==> src/rtl/core/itr_pkg.sv <==
package itr_pkg;

    localparam logic [10:0] ArmMinId   = 11'h700;
    localparam logic [3:0]  SfMaxLen   = 4'd7;
    localparam logic [12:0] CountMax   = 13'h1fff;
    localparam logic [7:0]  StMsMax    = 8'd127;
    localparam logic [7:0]  StUsLow    = 8'hf1;
    localparam logic [7:0]  StUsHigh   = 8'hf9;
    localparam logic [16:0] SepReserved = 17'd127000;
    localparam logic [9:0]  UsPerMs    = 10'd1000;
    localparam logic [6:0]  UsPerStep  = 7'd100;

    typedef enum logic [2:0] {
        EV_BYTE      = 3'd0,
        EV_DONE      = 3'd1,
        EV_FLOW_SEND = 3'd2,
        EV_ABORT     = 3'd3,
        EV_FLOW_RECV = 3'd4,
        EV_REJECT    = 3'd5
    } t_event;

    typedef enum logic [3:0] {
        PCI_SINGLE      = 4'd0,
        PCI_FIRST       = 4'd1,
        PCI_CONSECUTIVE = 4'd2,
        PCI_FLOW        = 4'd3
    } t_pci;

    typedef enum logic [1:0] {
        SEL_PRE,
        SEL_BYTE,
        SEL_POST
    } t_emit_sel;

    typedef enum logic [1:0] {
        ST_IDLE,
        ST_PRE,
        ST_BYTES,
        ST_POST
    } t_state;

    typedef struct packed {
        logic      load;
        logic      emit;
        t_emit_sel sel;
    } t_dp_cmd;

    typedef struct packed {
        logic has_pre;
        logic has_bytes;
        logic has_post;
        logic post_pending;
        logic last_byte;
        logic out_free;
    } t_dp_status;

endpackage

==> src/rtl/core/isotp_receive_reassembler.sv <==
// channel  | valid    | ready        | payload
// input    | i_valid  | o_ready      | i_kind i_can_id i_reply_id i_dlc i_byte0..i_byte7
// output   | o_valid  | i_out_ready  | o_event_res o_payload_byte o_message_length
//          |          |              | o_target_id o_block_size o_separation_us
//
// an item is accepted while the sequencer is idle, then its results are put out one after another
// the emission sequencer puts out at most one result per cycle through one output register
// o_ready is high only while the sequencer is idle
// a stalled output holds the sequencer in place; reset is synchronous, active low
module isotp_receive_reassembler #(
    parameter int MAX_MESSAGE = 4096
) (
    input  logic        i_clk,
    input  logic        i_rst_n,
    input  logic        i_valid,
    output logic        o_ready,
    input  logic        i_kind,
    input  logic [10:0] i_can_id,
    input  logic [10:0] i_reply_id,
    input  logic [3:0]  i_dlc,
    input  logic [7:0]  i_byte0,
    input  logic [7:0]  i_byte1,
    input  logic [7:0]  i_byte2,
    input  logic [7:0]  i_byte3,
    input  logic [7:0]  i_byte4,
    input  logic [7:0]  i_byte5,
    input  logic [7:0]  i_byte6,
    input  logic [7:0]  i_byte7,
    output logic        o_valid,
    input  logic        i_out_ready,
    output logic [2:0]  o_event_res,
    output logic [7:0]  o_payload_byte,
    output logic [12:0] o_message_length,
    output logic [10:0] o_target_id,
    output logic [7:0]  o_block_size,
    output logic [16:0] o_separation_us
);
    import itr_pkg::*;

    t_dp_cmd    cmd;
    t_dp_status status;

    itr_ctrl u_ctrl (
        .i_clk    (i_clk),
        .i_rst_n  (i_rst_n),
        .i_valid  (i_valid),
        .o_ready  (o_ready),
        .i_status (status),
        .o_cmd    (cmd)
    );

    itr_datapath #(
        .MAX_MESSAGE (MAX_MESSAGE)
    ) u_datapath (
        .i_clk            (i_clk),
        .i_rst_n          (i_rst_n),
        .i_cmd            (cmd),
        .o_status         (status),
        .i_kind           (i_kind),
        .i_can_id         (i_can_id),
        .i_reply_id       (i_reply_id),
        .i_dlc            (i_dlc),
        .i_byte0          (i_byte0),
        .i_byte1          (i_byte1),
        .i_byte2          (i_byte2),
        .i_byte3          (i_byte3),
        .i_byte4          (i_byte4),
        .i_byte5          (i_byte5),
        .i_byte6          (i_byte6),
        .i_byte7          (i_byte7),
        .o_valid          (o_valid),
        .i_ready          (i_out_ready),
        .o_event_res      (o_event_res),
        .o_payload_byte   (o_payload_byte),
        .o_message_length (o_message_length),
        .o_target_id      (o_target_id),
        .o_block_size     (o_block_size),
        .o_separation_us  (o_separation_us)
    );

endmodule

==> src/rtl/core/itr_ctrl.sv <==
module itr_ctrl (
    input  logic               i_clk,
    input  logic               i_rst_n,
    input  logic               i_valid,
    output logic               o_ready,
    input  itr_pkg::t_dp_status i_status,
    output itr_pkg::t_dp_cmd    o_cmd
);
    import itr_pkg::*;

    t_state r_state;
    t_state n_state;

    always_ff @(posedge i_clk) begin
        if (!i_rst_n) begin
            r_state <= ST_IDLE;
        end else begin
            r_state <= n_state;
        end
    end

    always_comb begin
        n_state    = r_state;
        o_ready    = 1'b0;
        o_cmd.load = 1'b0;
        o_cmd.emit = 1'b0;
        o_cmd.sel  = SEL_PRE;
        case (r_state)
            ST_IDLE: begin
                o_ready = 1'b1;
                if (i_valid) begin
                    o_cmd.load = 1'b1;
                    if (i_status.has_pre) begin
                        n_state = ST_PRE;
                    end else if (i_status.has_bytes) begin
                        n_state = ST_BYTES;
                    end else if (i_status.has_post) begin
                        n_state = ST_POST;
                    end
                end
            end
            ST_PRE: begin
                o_cmd.sel = SEL_PRE;
                if (i_status.out_free) begin
                    o_cmd.emit = 1'b1;
                    n_state    = ST_BYTES;
                end
            end
            ST_BYTES: begin
                o_cmd.sel = SEL_BYTE;
                if (i_status.out_free) begin
                    o_cmd.emit = 1'b1;
                    if (i_status.last_byte) begin
                        n_state = i_status.post_pending ? ST_POST : ST_IDLE;
                    end
                end
            end
            ST_POST: begin
                o_cmd.sel = SEL_POST;
                if (i_status.out_free) begin
                    o_cmd.emit = 1'b1;
                    n_state    = ST_IDLE;
                end
            end
            default: begin
                n_state = ST_IDLE;
            end
        endcase
    end

endmodule

==> src/rtl/core/itr_datapath.sv <==
module itr_datapath #(
    parameter int MAX_MESSAGE = 4096
) (
    input  logic                i_clk,
    input  logic                i_rst_n,
    input  itr_pkg::t_dp_cmd    i_cmd,
    output itr_pkg::t_dp_status o_status,
    input  logic                i_kind,
    input  logic [10:0]         i_can_id,
    input  logic [10:0]         i_reply_id,
    input  logic [3:0]          i_dlc,
    input  logic [7:0]          i_byte0,
    input  logic [7:0]          i_byte1,
    input  logic [7:0]          i_byte2,
    input  logic [7:0]          i_byte3,
    input  logic [7:0]          i_byte4,
    input  logic [7:0]          i_byte5,
    input  logic [7:0]          i_byte6,
    input  logic [7:0]          i_byte7,
    output logic                o_valid,
    input  logic                i_ready,
    output logic [2:0]          o_event_res,
    output logic [7:0]          o_payload_byte,
    output logic [12:0]         o_message_length,
    output logic [10:0]         o_target_id,
    output logic [7:0]          o_block_size,
    output logic [16:0]         o_separation_us
);
    import itr_pkg::*;

    localparam logic [12:0] MaxLen = 13'(MAX_MESSAGE);

    // receiver state
    logic        r_armed;
    logic [10:0] r_expected_id;
    logic [10:0] r_flow_target;
    logic [12:0] r_declared;
    logic [12:0] r_received;
    logic [3:0]  r_next_seq;

    // item held for emission
    logic [7:0]  r_data [7];
    logic [2:0]  r_byte_idx;
    logic [2:0]  r_byte_left;
    logic        r_post_en;
    t_event      r_post_ev;
    logic [7:0]  r_bs;
    logic [7:0]  r_st;

    // output register
    logic        r_out_valid;
    t_event      r_out_ev;
    logic [7:0]  r_out_byte;
    logic [12:0] r_out_len;
    logic [10:0] r_out_tid;
    logic [7:0]  r_out_bs;
    logic [16:0] r_out_sep;

    logic        frame_ok;
    t_pci        pci_type;
    logic [3:0]  pci_lo;
    logic        d_pre;
    logic [2:0]  d_count;
    logic [2:0]  d_start;
    logic        d_post;
    t_event      d_post_ev;
    logic        seq_match;
    logic [3:0]  dlc_sat;
    logic [2:0]  cf_cnt;
    logic [12:0] cf_diff;
    logic        cf_below;
    logic        cf_done;
    logic [11:0] ff_len;
    logic [13:0] rx_sum;
    logic [12:0] rx_sat;
    logic [16:0] sep_val;

    assign pci_type  = t_pci'(i_byte0[7:4]);
    assign pci_lo    = i_byte0[3:0];
    assign frame_ok  = !i_kind && r_armed && (i_dlc != 4'd0) && (i_can_id == r_expected_id)
                       && (i_byte0[7:6] == 2'b00);
    assign seq_match = (pci_lo == r_next_seq);
    assign dlc_sat   = (i_dlc > 4'd8) ? 4'd8 : i_dlc;
    assign cf_cnt    = 3'(dlc_sat - 4'd1);
    assign cf_below  = (r_received < r_declared);
    assign cf_diff   = r_declared - r_received;
    assign cf_done   = (r_received <= r_declared) && ({10'd0, cf_cnt} >= cf_diff);
    assign ff_len    = {pci_lo, i_byte1};

    always_comb begin
        d_pre     = 1'b0;
        d_count   = 3'd0;
        d_start   = 3'd0;
        d_post    = 1'b0;
        d_post_ev = EV_DONE;
        if (i_kind) begin
            if (i_can_id < ArmMinId) begin
                d_post    = 1'b1;
                d_post_ev = EV_REJECT;
            end
        end else if (frame_ok) begin
            case (pci_type)
                PCI_SINGLE: begin
                    d_count = (pci_lo > SfMaxLen) ? 3'(SfMaxLen) : pci_lo[2:0];
                    d_post  = 1'b1;
                end
                PCI_FIRST: begin
                    d_pre   = 1'b1;
                    d_count = 3'd6;
                    d_start = 3'd1;
                end
                PCI_CONSECUTIVE: begin
                    if (seq_match) begin
                        if (cf_below) begin
                            d_count = (cf_diff < {10'd0, cf_cnt}) ? cf_diff[2:0] : cf_cnt;
                        end
                        d_post = cf_done;
                    end else begin
                        d_post    = 1'b1;
                        d_post_ev = EV_ABORT;
                    end
                end
                PCI_FLOW: begin
                    d_post    = 1'b1;
                    d_post_ev = EV_FLOW_RECV;
                end
                default: begin
                    d_post = 1'b0;
                end
            endcase
        end
    end

    assign rx_sum = {1'b0, r_received} + {11'd0, d_count};
    assign rx_sat = rx_sum[13] ? CountMax : rx_sum[12:0];

    assign o_status.has_pre      = d_pre;
    assign o_status.has_bytes    = (d_count != 3'd0);
    assign o_status.has_post     = d_post;
    assign o_status.post_pending = r_post_en;
    assign o_status.last_byte    = (r_byte_left == 3'd1);
    assign o_status.out_free     = !r_out_valid || i_ready;

    always_ff @(posedge i_clk) begin
        if (!i_rst_n) begin
            r_armed       <= 1'b0;
            r_expected_id <= 11'd0;
            r_flow_target <= 11'd0;
            r_declared    <= 13'd0;
            r_received    <= 13'd0;
            r_next_seq    <= 4'd0;
        end else if (i_cmd.load) begin
            if (i_kind) begin
                if (i_can_id >= ArmMinId) begin
                    r_armed       <= 1'b1;
                    r_expected_id <= i_can_id;
                    r_flow_target <= i_reply_id;
                    r_received    <= 13'd0;
                    r_next_seq    <= 4'd1;
                end
            end else if (frame_ok) begin
                case (pci_type)
                    PCI_SINGLE: begin
                        r_declared <= {10'd0, d_count};
                        r_received <= rx_sat;
                        r_armed    <= 1'b0;
                    end
                    PCI_FIRST: begin
                        r_declared <= ({1'b0, ff_len} > MaxLen) ? MaxLen : {1'b0, ff_len};
                        r_received <= rx_sat;
                    end
                    PCI_CONSECUTIVE: begin
                        if (seq_match) begin
                            r_received <= rx_sat;
                            r_next_seq <= r_next_seq + 4'd1;
                            if (cf_done) begin
                                r_armed <= 1'b0;
                            end
                        end else begin
                            r_armed <= 1'b0;
                        end
                    end
                    default: begin
                        r_armed <= r_armed;
                    end
                endcase
            end
        end
    end

    always_ff @(posedge i_clk) begin
        if (i_cmd.load) begin
            r_data[0]   <= i_byte1;
            r_data[1]   <= i_byte2;
            r_data[2]   <= i_byte3;
            r_data[3]   <= i_byte4;
            r_data[4]   <= i_byte5;
            r_data[5]   <= i_byte6;
            r_data[6]   <= i_byte7;
            r_byte_idx  <= d_start;
            r_byte_left <= d_count;
            r_post_en   <= d_post;
            r_post_ev   <= d_post_ev;
            r_bs        <= i_byte1;
            r_st        <= i_byte2;
        end else if (i_cmd.emit && i_cmd.sel == SEL_BYTE) begin
            r_byte_idx  <= r_byte_idx + 3'd1;
            r_byte_left <= r_byte_left - 3'd1;
        end
    end

    always_comb begin
        if (r_st <= StMsMax) begin
            sep_val = 17'(r_st) * 17'(UsPerMs);
        end else if (r_st >= StUsLow && r_st <= StUsHigh) begin
            sep_val = 17'(r_st[3:0]) * 17'(UsPerStep);
        end else begin
            sep_val = SepReserved;
        end
    end

    always_ff @(posedge i_clk) begin
        if (!i_rst_n) begin
            r_out_valid <= 1'b0;
        end else if (i_cmd.emit) begin
            r_out_valid <= 1'b1;
        end else if (i_ready) begin
            r_out_valid <= 1'b0;
        end
    end

    always_ff @(posedge i_clk) begin
        if (i_cmd.emit) begin
            r_out_byte <= 8'd0;
            r_out_len  <= 13'd0;
            r_out_tid  <= 11'd0;
            r_out_bs   <= 8'd0;
            r_out_sep  <= 17'd0;
            case (i_cmd.sel)
                SEL_PRE: begin
                    r_out_ev  <= EV_FLOW_SEND;
                    r_out_tid <= r_flow_target;
                end
                SEL_BYTE: begin
                    r_out_ev   <= EV_BYTE;
                    r_out_byte <= r_data[r_byte_idx];
                end
                SEL_POST: begin
                    r_out_ev <= r_post_ev;
                    if (r_post_ev == EV_DONE) begin
                        r_out_len <= r_declared;
                    end
                    if (r_post_ev == EV_FLOW_RECV) begin
                        r_out_bs  <= r_bs;
                        r_out_sep <= sep_val;
                    end
                end
                default: begin
                    r_out_ev <= EV_ABORT;
                end
            endcase
        end
    end

    assign o_valid          = r_out_valid;
    assign o_event_res      = r_out_ev;
    assign o_payload_byte   = r_out_byte;
    assign o_message_length = r_out_len;
    assign o_target_id      = r_out_tid;
    assign o_block_size     = r_out_bs;
    assign o_separation_us  = r_out_sep;

endmodule

==> config.mk <==
export PLATFORM = sky130hd
export DESIGN_NAME = isotp_receive_reassembler
export DESIGN_NICKNAME = d
export VERILOG_FILES = /design/src/rtl/core/itr_pkg.sv /design/src/rtl/core/isotp_receive_reassembler.sv /design/src/rtl/core/itr_ctrl.sv /design/src/rtl/core/itr_datapath.sv
export SDC_FILE = /design/constraint.sdc
export NUM_CORES = 1
export LEC_CHECK = 0
export BUFFER_PORTS_ARGS = -buffer_cell sky130_fd_sc_hd__buf_2
export CORE_MARGIN = 2
export CORE_UTILIZATION = 52
export CTS_CLUSTER_SIZE = 24
export DETAILED_ROUTE_END_ITERATION = 8
export GPL_TIMING_DRIVEN = 1
export PLACE_DENSITY = 0.77
export SLEW_MARGIN = 20
export SYNTH_ARGS = -nofsm -noshare
export SYNTH_HDL_FRONTEND = slang
export SYNTH_SLANG_ARGS = --single-unit
==> constraint.sdc <==
create_clock -name i_clk -period 4.75 [get_ports i_clk]
set_clock_uncertainty 0.15 [all_clocks]
set_input_delay 0 -clock i_clk [delete_from_list [all_inputs] [get_ports i_clk]]
set_output_delay 0 -clock i_clk [all_outputs]
set_load 0.02 [all_outputs]
==> results.json, run 1 <==
{
  "crit_type": "register to register",
  "cp-start-kind": "register",
  "hold_class": "primary input to register",
  "core_area_um2": 18700,
  "synth_top_family_by_area": "simple AND/OR/NAND/NOR gates",
  "cts_tree": "built",
  "slew_headroom_pct": 27.8,
  "track_usage_pct": 25.9,
  "drc": 0,
  "period_share_pct": 96.9,
  "grt_antenna_before_repair": 0,
  "drtIter0Drc": 433,
  "drv_slew": 0,
  "multi_input_area_um2": 5010,
  "grt_overflow_total": 0,
  "dieArea_um2": 20200,
  "layout-drive-gt1-share_pct": 25.6,
  "boundaryPins": 157,
  "critPathRequiredTime_ns": 4.75,
  "synth.top_cell.area_share_pct": 37.2,
  "wl_met2_um": 13700,
  "synth-adder-area-share_pct": 13.4,
  "synthFlopType": "edfxtp_1",
  "portBuffers": 153,
  "yosysMostFrequentCell": "edfxtp_1",
  "synthCells": 921,
  "power_w": 0.00790,
  "synth_edf_count": 123,
  "gp_congestion": 0.927,
  "n_antenna_cell": 0,
  "highest_layer": "met4",
  "die_x_um": 142,
  "path_max_fanout": 4,
  "path_clk_slew_ns": 0.07,
  "p_leak_nw": 5.42,
  "routedWlPerCell_um": 18.3,
  "synthArstFlopShare_pct": 0,
  "fmax_ghz": 0.217,
  "seq_area_um2": 4800,
  "finalCriticalPeriod_ns": 4.60,
  "die_h_um": 142,
  "vias": 8168,
  "final_nets": 1388,
  "cp.arrival_ns": 4.60,
  "areaGrowthSynthToFinish_pct": 30.9,
  "grt_pass1_wl_um": 40200,
  "hold_violations": 0,
  "nFillCells": 1334,
  "placed_cell_area_um2": 11200,
  "setup_viol": 0,
  "cts_buffer_depth": 2,
  "yosysWarnings": 0,
  "cts_sinks": 178,
  "antenna_left": 0,
  "wl_um": 26600,
  "final_core_util_pct": 69.5,
  "post_synth_num_cell_types": 73,
  "grt_pass1_vias": 7984,
  "vias_per_cell": 5.64,
  "design_area_um2": 13000,
  "wl_met3_um": 1600,
  "dp_hpwl_um": 17900,
  "endpoint_kind": "register",
  "cts-root-buf": "clkbuf_16",
  "synth_top_area_cell": "edfxtp_1",
  "start_util_pct": 53.1,
  "postSynthRegisterBits": 178,
  "power_density_nw_per_um2": 608,
  "yosysSeqAreaShare_pct": 48.3,
  "grt_max_degree": 70,
  "tightestPinTransition_ns": 1.08,
  "status": "finished clean",
  "maxCapViolCount": 0,
  "h-tree-depth": 4,
  "rsz0062_at_grt": "true",
  "rows": 50,
  "insertion_delay_ns": 0.43,
  "synthMuxAreaShare_pct": 4.43,
  "netlist_top_cells_area": "edfxtp_1 37%, dfxtp_1 11%, ha_1 8.3%",
  "syn_area_um2": 9930,
  "synthTopCellsByCount": "123 x edfxtp_1, 96 x nand2_1, 77 x nor2_1, 67 x inv_1, 66 x ha_1",
  "synthSimpleGateAreaFrac_pct": 14.5,
  "cts_made_buffers": 17,
  "drt-pass1-iter-count": 5,
  "synth_xor_area_share_pct": 3.26,
  "avgSynthCellArea_um2": 10.8,
  "wl_met1_um": 10500,
  "synth_compound_area_share_pct": 12.0,
  "irDropWorstVdd_mv": 0.463
}
## layout make-up
cell class | count | share of cell area [%]
Multi-Input combinational cell | 642 | 38.5
Sequential cell | 178 | 36.9
Timing Repair Buffer | 295 | 15.8
Clock buffer | 19 | 3.49
Tap cell | 234 | 2.25
Inverter | 68 | 1.96
Clock inverter | 13 | 1.02
## stage by stage
stage	worst slack [ns]	hold slack (ns)	std cells	setup TNS [ns]
5_1_grt	-0.128	0.111	1449	-0.293
3_5_place_dp	-0.181	0.0281	1324	-0.901
2_1_floorplan	0.154	-0.0511	923	0
6_report	0.149	0.0852	1449	0
3_3_place_gp	-0.0623	0.0275	1324	-0.0623
4_1_cts	0.00967	0.0569	1444	0
## power breakdown
group	leakage, nW	switching (W)	total [W]	internal, W
sequential	1.63	0.000271	0.00247	0.00220
combinational	3.50	0.00231	0.00402	0.00172
clock	0.292	0.000638	0.00141	0.000773
total	5.42	0.00322	0.00790	0.00469
## cells in the final DEF, fill, tap and decap left out, types with 5 or more instances in the layout
cell type	count
a22oi_1	14
a21o_1	8
nand3_1	14
o221ai_1	5
xor2_1	9
nor2b_1	19
nor3_1	17
nor2_1	72
nand2_1	95
or3_1	7
xnor2_1	26
a31oi_1	5
inv_1	59
nand4_1	13
a21oi_1	47
o31ai_1	5
dfxtp_1	50
o21ai_0	26
nand2b_1	9
fa_1	23
mux4_2	8
and2_1	20
a211oi_1	7
ha_4	10
and3_1	5
mux2i_1	25
edfxtp_1	123
buf_4	53
buf_2	153
inv_2	9
ha_1	55
o21bai_1	5
dlygate4sd3_1	87
a21oi_2	8
clkbuf_16	18
## path summary, 6_finish.rpt
check,from,end,slack [ns],depth (start not counted)
setup / recovery,u_datapath.r_data[1][1]$_DFFE_PP_,u_datapath.o_separation_us[16]$_SDFFCE_PN0P_,0.15,19
hold / removal,i_dlc[3],u_ctrl.r_state[0]$_SDFFE_PN0P_,0.09,5
setup reg to reg,u_datapath.r_data[1][1]$_DFFE_PP_,u_datapath.o_separation_us[16]$_SDFFCE_PN0P_,0.15,19
hold reg to reg,u_datapath.r_flow_target[1]$_SDFFE_PN0P_,u_datapath.r_flow_target[1]$_SDFFE_PN0P_,0.30,2
## flip-flops by register name (all words and copies together), names as in the netlist
register                     cells
u_datapath.r_post_en             1
u_datapath.o_block_size          8
u_datapath.r_byte_idx            3
u_datapath.r_received           13
u_datapath.o_payload_byte        8
u_datapath.o_event_res           3
u_datapath.r_post_ev             3
u_datapath.r_flow_target        11
u_datapath.o_valid               1
u_datapath.r_data               56
u_datapath.r_armed               1
u_datapath.r_next_seq            4
u_ctrl.r_state                   2
u_datapath.o_message_length     12
u_datapath.o_target_id          11
u_datapath.o_separation_us      15
u_datapath.r_expected_id        11
u_datapath.r_declared           12
u_datapath.r_byte_left           3
## cell families after synthesis
logic type,after synthesis
AOI/OAI and AO/OA,176
xor gates and xnor gates,37
adders and majority gates,91
buffers and inverters,103
DFF,178
muxes,34
other,1
and+or+nand+nor,301
## repair_timing
item                                    CTS  global route
hold endpoints to repair                104             0
hold buffers                             87             0
cloned                                    0             0
resized for setup                         9            60
buffers inserted                          1             5
endpoints found under the setup margin   11            14
pin swaps                                 0            26
## critical path, cell delays in order (launching register included)
cell	delay [ns]
edfxtp_1	0.44
buf_4	0.19
inv_1	0.14
ha_4	0.24
ha_1	0.28
inv_1	0.05
fa_1	0.47
fa_1	0.51
inv_1	0.04
ha_1	0.36
a21o_1	0.22
a21oi_2	0.16
o21bai_1	0.10
a21oi_2	0.18
o21bai_1	0.11
a21oi_2	0.19
o21bai_1	0.08
a21oi_1	0.17
xnor2_1	0.15
a21oi_1	0.09
## layer usage
metal / GRT usage [%] / vias up
met1: 31.0 / 3932
met4: 8.95 / 0
met3: 4.81 / 68
met2: 46.8 / 296
li1: - / 3872
met5: 0 / -
Note: power is estimated with default switching activity, not from simulation.
==> inputs of run 2 (changes only) <==
- CORE_MARGIN: 2 -> 3
- RECOVER_POWER: not set -> 25
==> run 2 against run 1 <==
Net effect: utilization rose by 0.72 points; highest routed layer unchanged; final cell count decreased by 1.1%; largest cell class unchanged; sequential power hardly changed.
==> results.json, run 2 (synthesized netlist as in run 1, its figures left out) <==
{
  "status": "finished clean",
  "fmax_ghz": 0.218,
  "drc": 0,
  "cts_buffer_depth": 2,
  "grt_pass1_vias": 7744,
  "track_usage_pct": 24.7,
  "routedWlPerCell_um": 18.2,
  "intPower_w": 0.00469,
  "rows": 49,
  "power_w": 0.00783,
  "die_h_um": 144,
  "rrSetupSlack_ns": 0.17,
  "n_antenna_cell": 0,
  "switchingPower_w": 0.00314,
  "worst_slack_ns": 0.169,
  "cpPeakStageDelay_ns": 0.61,
  "final_common_cell": "edfxtp_1",
  "critPathSlowestCell": "fa_1",
  "cts_tree": "built",
  "dpl_worst_slack_ns": -0.116,
  "setup_viol": 0,
  "crit_path_frequent_cell": "fa_1",
  "endpoint_kind": "register",
  "h-tree-depth": 4,
  "maxCapViolCount": 0,
  "finalCriticalPeriod_ns": 4.58,
  "cp.arrival_ns": 4.59,
  "grt_overflow_total": 0,
  "cp-startpoint": "u_datapath.r_data[1][2]$_DFFE_PP_",
  "largest_register_ffs": 56,
  "dieArea_um2": 20800,
  "cts-root-buf": "clkbuf_16",
  "r2r_end": "u_datapath.o_separation_us[16]$_SDFFCE_PN0P_",
  "grt_antenna_before_repair": 0,
  "nFillCells": 1313,
  "grt_pass1_wl_um": 39900,
  "cts_sinks": 178,
  "layout-drive-gt1-share_pct": 20.3,
  "worstHoldStart": "i_can_id[10]",
  "wl_um": 26100,
  "final_nets": 1377,
  "path_max_fanout": 3,
  "hold_path_end": "u_datapath.r_post_ev[2]$_DFFE_PP_",
  "timing.rr.start": "u_datapath.r_data[1][2]$_DFFE_PP_",
  "vias": 7939,
  "grt_max_degree": 69,
  "cp.depth": 16,
  "portBuffers": 153,
  "layout_common_cells": "123 x edfxtp_1, 104 x buf_2, 96 x nand2_1, 87 x dlygate4sd3_1, 73 x nor2_1",
  "r2r_cells": 16,
  "die_x_um": 144,
  "whs_path_depth": 4,
  "insertion_delay_ns": 0.44,
  "drt-pass1-iter-count": 8,
  "seqPwrFrac_pct": 31.4,
  "irDropWorstVdd_mv": 0.652,
  "gp_congestion": 0.920,
  "drv_slew": 0,
  "critPathTopFamily": "adder cells",
  "tightestPinTransition_ns": 0.953,
  "antenna_left": 0,
  "power_frac_comb_pct": 49.4,
  "hold_class": "primary input to register",
  "top_register": "u_datapath.r_data",
  "crit_chain": "fa_1 > inv_1 > fa_1 > fa_1 > inv_1 > fa_1 > ha_4 > a21oi_2 > o21bai_1 > a21oi_2 > o21bai_1 > a21oi_2 > o21bai_1 > a21oi_1 > xnor2_1 > a21oi_1",
  "dp_hpwl_um": 17600,
  "hold_violations": 0,
  "cp-start-kind": "register",
  "clkPwrFrac_pct": 19.2,
  "power_density_nw_per_um2": 608,
  "areaGrowthSynthToFinish_pct": 29.7,
  "crit_type": "register to register",
  "p_leak_nw": 5.21,
  "start_util_pct": 54.2,
  "rsz0062_at_grt": "true",
  "drtIter0Drc": 596,
  "sw_frac_of_total_pct": 40.1,
  "slew_headroom_pct": 36.5,
  "period_share_pct": 96.4,
  "vias_per_cell": 5.54,
  "worstPathBufferInverterCount": 2,
  "critPathRequiredTime_ns": 4.75,
  "path_clk_slew_ns": 0.07,
  "core_area_um2": 18300,
  "boundaryPins": 157,
  "cts_made_buffers": 17
}
==> run 2: changes by cell type in the layout (fill, tap and decap cells not counted), sizes merged <==
cell    delta
clkinv     +1
clkbuf    +47
bufinv     +1
buf       -60
==> run 2: layer usage <==
metal	track usage, %	share of wire, %
met2	43.5	52
met4	6.04	1.2
met3	4.70	5.7
met5	0	0
met1	31.7	41
==> run 2: what timing repair did <==
action	4_1_cts	5_1_grt
endpoints found under the setup margin	10	13
buffers inserted	0	7
hold endpoints to repair	104	0
pin swaps	1	24
hold buffers	87	0
gates resized for setup	6	51
==> run 2: per-stage QoR <==
step                hold slack (ns)  std cells  cell area [µm²]  util [%]  setup TNS [ns]
CTS                          0.0524       1426            12700      69.0               0
finish                       0.0602       1433            12900      70.3               0
global route                 0.0942       1433            12900      70.3          -0.359
detailed placement           0.0281       1307            11100      60.7          -0.726
global placement             0.0274       1307            11100      60.7         -0.0194
floorplan                   -0.0511        923             9940         -               0
==> run 2: how the worst max path moves through the flow <==
| stage | endpoint | slack [ns] |
|---|---|---|
| after detailed placement | u_datapath.r_received[10]$_SDFFE_PN0P_ | -0.12 |
| final | u_datapath.o_separation_us[16]$_SDFFCE_PN0P_ | 0.17 |
| after global placement | u_datapath.r_received[12]$_SDFFE_PN0P_ | -0.02 |
| after global routing | u_datapath.r_received[12]$_SDFFE_PN0P_ | -0.13 |
| after floorplan | u_datapath.r_received[12]$_SDFFE_PN0P_ | 0.15 |
| after CTS | u_datapath.r_received[12]$_SDFFE_PN0P_ | 0.004 |
==> run 2: power groups by stage <==
| stage | registers, W | logic, W | clock network (W) |
|---|---|---|---|
| 5_1_grt | 0.00251 | 0.00434 | 0.00159 |
| 6_report | 0.00246 | 0.00386 | 0.00151 |
| 3_5_place_dp | 0.00248 | 0.00359 | 0 |
| 2_1_floorplan | 0.00268 | 0.00252 | 0 |
| 3_3_place_gp | 0.00248 | 0.00352 | 0 |
| 4_1_cts | 0.00245 | 0.00369 | 0.00152 |
==> run 2: layout make-up <==
cell class | instances | area, µm² | area share (%)
Multi-Input combinational cell | 642 | 5000 | 38.8
Sequential cell | 178 | 4800 | 37.3
Timing Repair Buffer | 284 | 1910 | 14.8
Clock buffer | 17 | 425 | 3.30
Tap cell | 229 | 287 | 2.22
Inverter | 68 | 255 | 1.98
Clock inverter | 15 | 205 | 1.59
==> run 2: tightest hold or removal path, delay by kind of cell <==
family	cells	cell delay [ns]
and+or+nand+nor	3	0.41
buffers and inverters	1	0.12
==> inputs of run 3 (changes only) <==
- CORE_ASPECT_RATIO: not set -> 1.5
==> run 3 against run 2 <==
Net effect: power grew 1.8%; critical path type unchanged; final cell count grew 2.0%; first-iteration DRC count grew 13%; via count grew 4.1%; sequential share of layout area shrank 0.073 points; worst hold slack gained 0.019 ns; combinational power grew 5%; sequential power is essentially flat; largest cell class unchanged; setup slack lost 0.033 ns.
==> results.json, run 3 (synthesized netlist as in run 1, its figures left out) <==
{
  "status": "finished clean",
  "fin_tns_setup_ns": 0,
  "rows": 61,
  "n_antenna_cell": 0,
  "cts_buffer_depth": 2,
  "fmax_ghz": 0.217,
  "wl_um": 26800,
  "track_usage_pct": 25.4,
  "final_nets": 1383,
  "vias_per_cell": 5.65,
  "die_h_um": 175,
  "grt_pass1_vias": 8293,
  "layout-drive-gt1-share_pct": 20.2,
  "grt_antenna_before_repair": 0,
  "grt_pass1_wl_um": 41400,
  "final_common_cell": "edfxtp_1",
  "power_density_nw_per_um2": 617,
  "areaGrowthSynthToFinish_pct": 29.9,
  "insertion_delay_ns": 0.44,
  "power_w": 0.00797,
  "drv_slew": 0,
  "boundaryPins": 157,
  "final_core_util_pct": 69.3,
  "path_clk_slew_ns": 0.07,
  "dp_hpwl_um": 18500,
  "core_area_um2": 18600,
  "cts_sinks": 178,
  "layout_common_cells": "123 x edfxtp_1, 101 x buf_2, 96 x nand2_1, 89 x dlygate4sd3_1, 73 x nor2_1",
  "setup_viol": 0,
  "rsz0062_at_grt": "true",
  "critPathSlowestCell": "ha_1",
  "maxCapViolCount": 0,
  "die_x_um": 119,
  "crit_type": "register to register",
  "wl_met3_um": 1120,
  "grt_max_degree": 70,
  "wl_met2_um": 14100,
  "wl_met1_um": 9880,
  "endpoint_kind": "register",
  "grt_overflow_total": 0,
  "irDropWorstVdd_mv": 0.434,
  "dp.cells": 1333,
  "highest_layer": "met4",
  "slew_headroom_pct": 29.5,
  "p_leak_nw": 5.24,
  "period_share_pct": 97.1,
  "start_util_pct": 53.3,
  "drc": 0,
  "cp.arrival_ns": 4.76,
  "top_register": "u_datapath.r_data",
  "cpPeakStageDelay_ns": 0.37,
  "vias": 8263,
  "tightestPinTransition_ns": 1.06,
  "gp_congestion": 0.951,
  "cts_made_buffers": 17,
  "cp-start-kind": "register",
  "cts-root-buf": "clkbuf_16",
  "cts_tree": "built",
  "critPathRequiredTime_ns": 4.89,
  "h-tree-depth": 4,
  "largest_register_ffs": 56,
  "portBuffers": 153,
  "drtIter0Drc": 672,
  "path_max_fanout": 5,
  "drt-pass1-iter-count": 5,
  "finalCriticalPeriod_ns": 4.61,
  "crit_path_frequent_cell": "inv_1",
  "antenna_left": 0,
  "routedWlPerCell_um": 18.3,
  "hold_violations": 0,
  "stdcell_count": 1462,
  "hold_class": "primary input to register",
  "dieArea_um2": 20800
}
run 3: where the power goes:
group | total, W | leakage [nW] | internal [W] | switching, W
logic | 0.00405 | 3.30 | 0.00173 | 0.00232
clock network | 0.00146 | 0.306 | 0.000772 | 0.000684
registers | 0.00247 | 1.63 | 0.00220 | 0.000266
total | 0.00797 | 5.24 | 0.00470 | 0.00327
run 3: final timing paths:
| kind | startpoint | end | slack [ns] | depth (start not counted) |
|---|---|---|---|---|
| hold reg to reg | u_datapath.r_flow_target[6]$_SDFFE_PN0P_ | u_datapath.r_flow_target[6]$_SDFFE_PN0P_ | 0.30 | 2 |
| setup reg to reg | u_datapath.r_received[3]$_SDFFE_PN0P_ | u_datapath.r_received[8]$_SDFFE_PN0P_ | 0.14 | 25 |
| setup / recovery | u_datapath.r_received[3]$_SDFFE_PN0P_ | u_datapath.r_received[8]$_SDFFE_PN0P_ | 0.14 | 25 |
| hold / removal | i_can_id[10] | u_datapath.r_post_ev[2]$_DFFE_PP_ | 0.08 | 4 |
run 3: per-layer routing:
metal	track usage, %	up-vias
li1	-	3858
met2	45.6	328
met1	27.5	3964
met4	16.6	0
met5	0	-
met3	3.83	113
run 3: what timing repair did:
action	CTS	global route
setup buffers	1	6
resized for setup	13	42
pin swaps	7	18
hold buffers	89	0
endpoints found under the setup margin	10	13
endpoints found under the hold margin	103	0
run 3: final cells by class:
type | instances | area, µm²
fill | 1376 | 5720
multi-input combinational | 642 | 4950
sequential | 178 | 4800
timing repair buffer | 290 | 1960
clock buffer | 19 | 475
tap | 252 | 315
inverter | 68 | 255
clock inverter | 13 | 151
run 3: critical path: cells and delay by family, from the launching register on:
kind	cells	cell delay, ns
AOI/OAI and AO/OA	7	1.04
adders and majority gates	3	0.92
buffers and inverters	6	0.55
DFF	1	0.35
muxes	1	0.23
and+or+nand+nor	8	1.19
run 3: stage by stage:
step / hold WS, ns / instance area [µm²] / worst slack, ns
after floorplan: -0.0511 / 9940 / 0.154
after CTS: 0.0578 / 12800 / 0.00414
after global placement: 0.0277 / 11200 / -0.0650
after detailed placement: 0.0288 / 11200 / -0.217
after global routing: 0.113 / 12900 / -0.111
final: 0.0796 / 12900 / 0.136
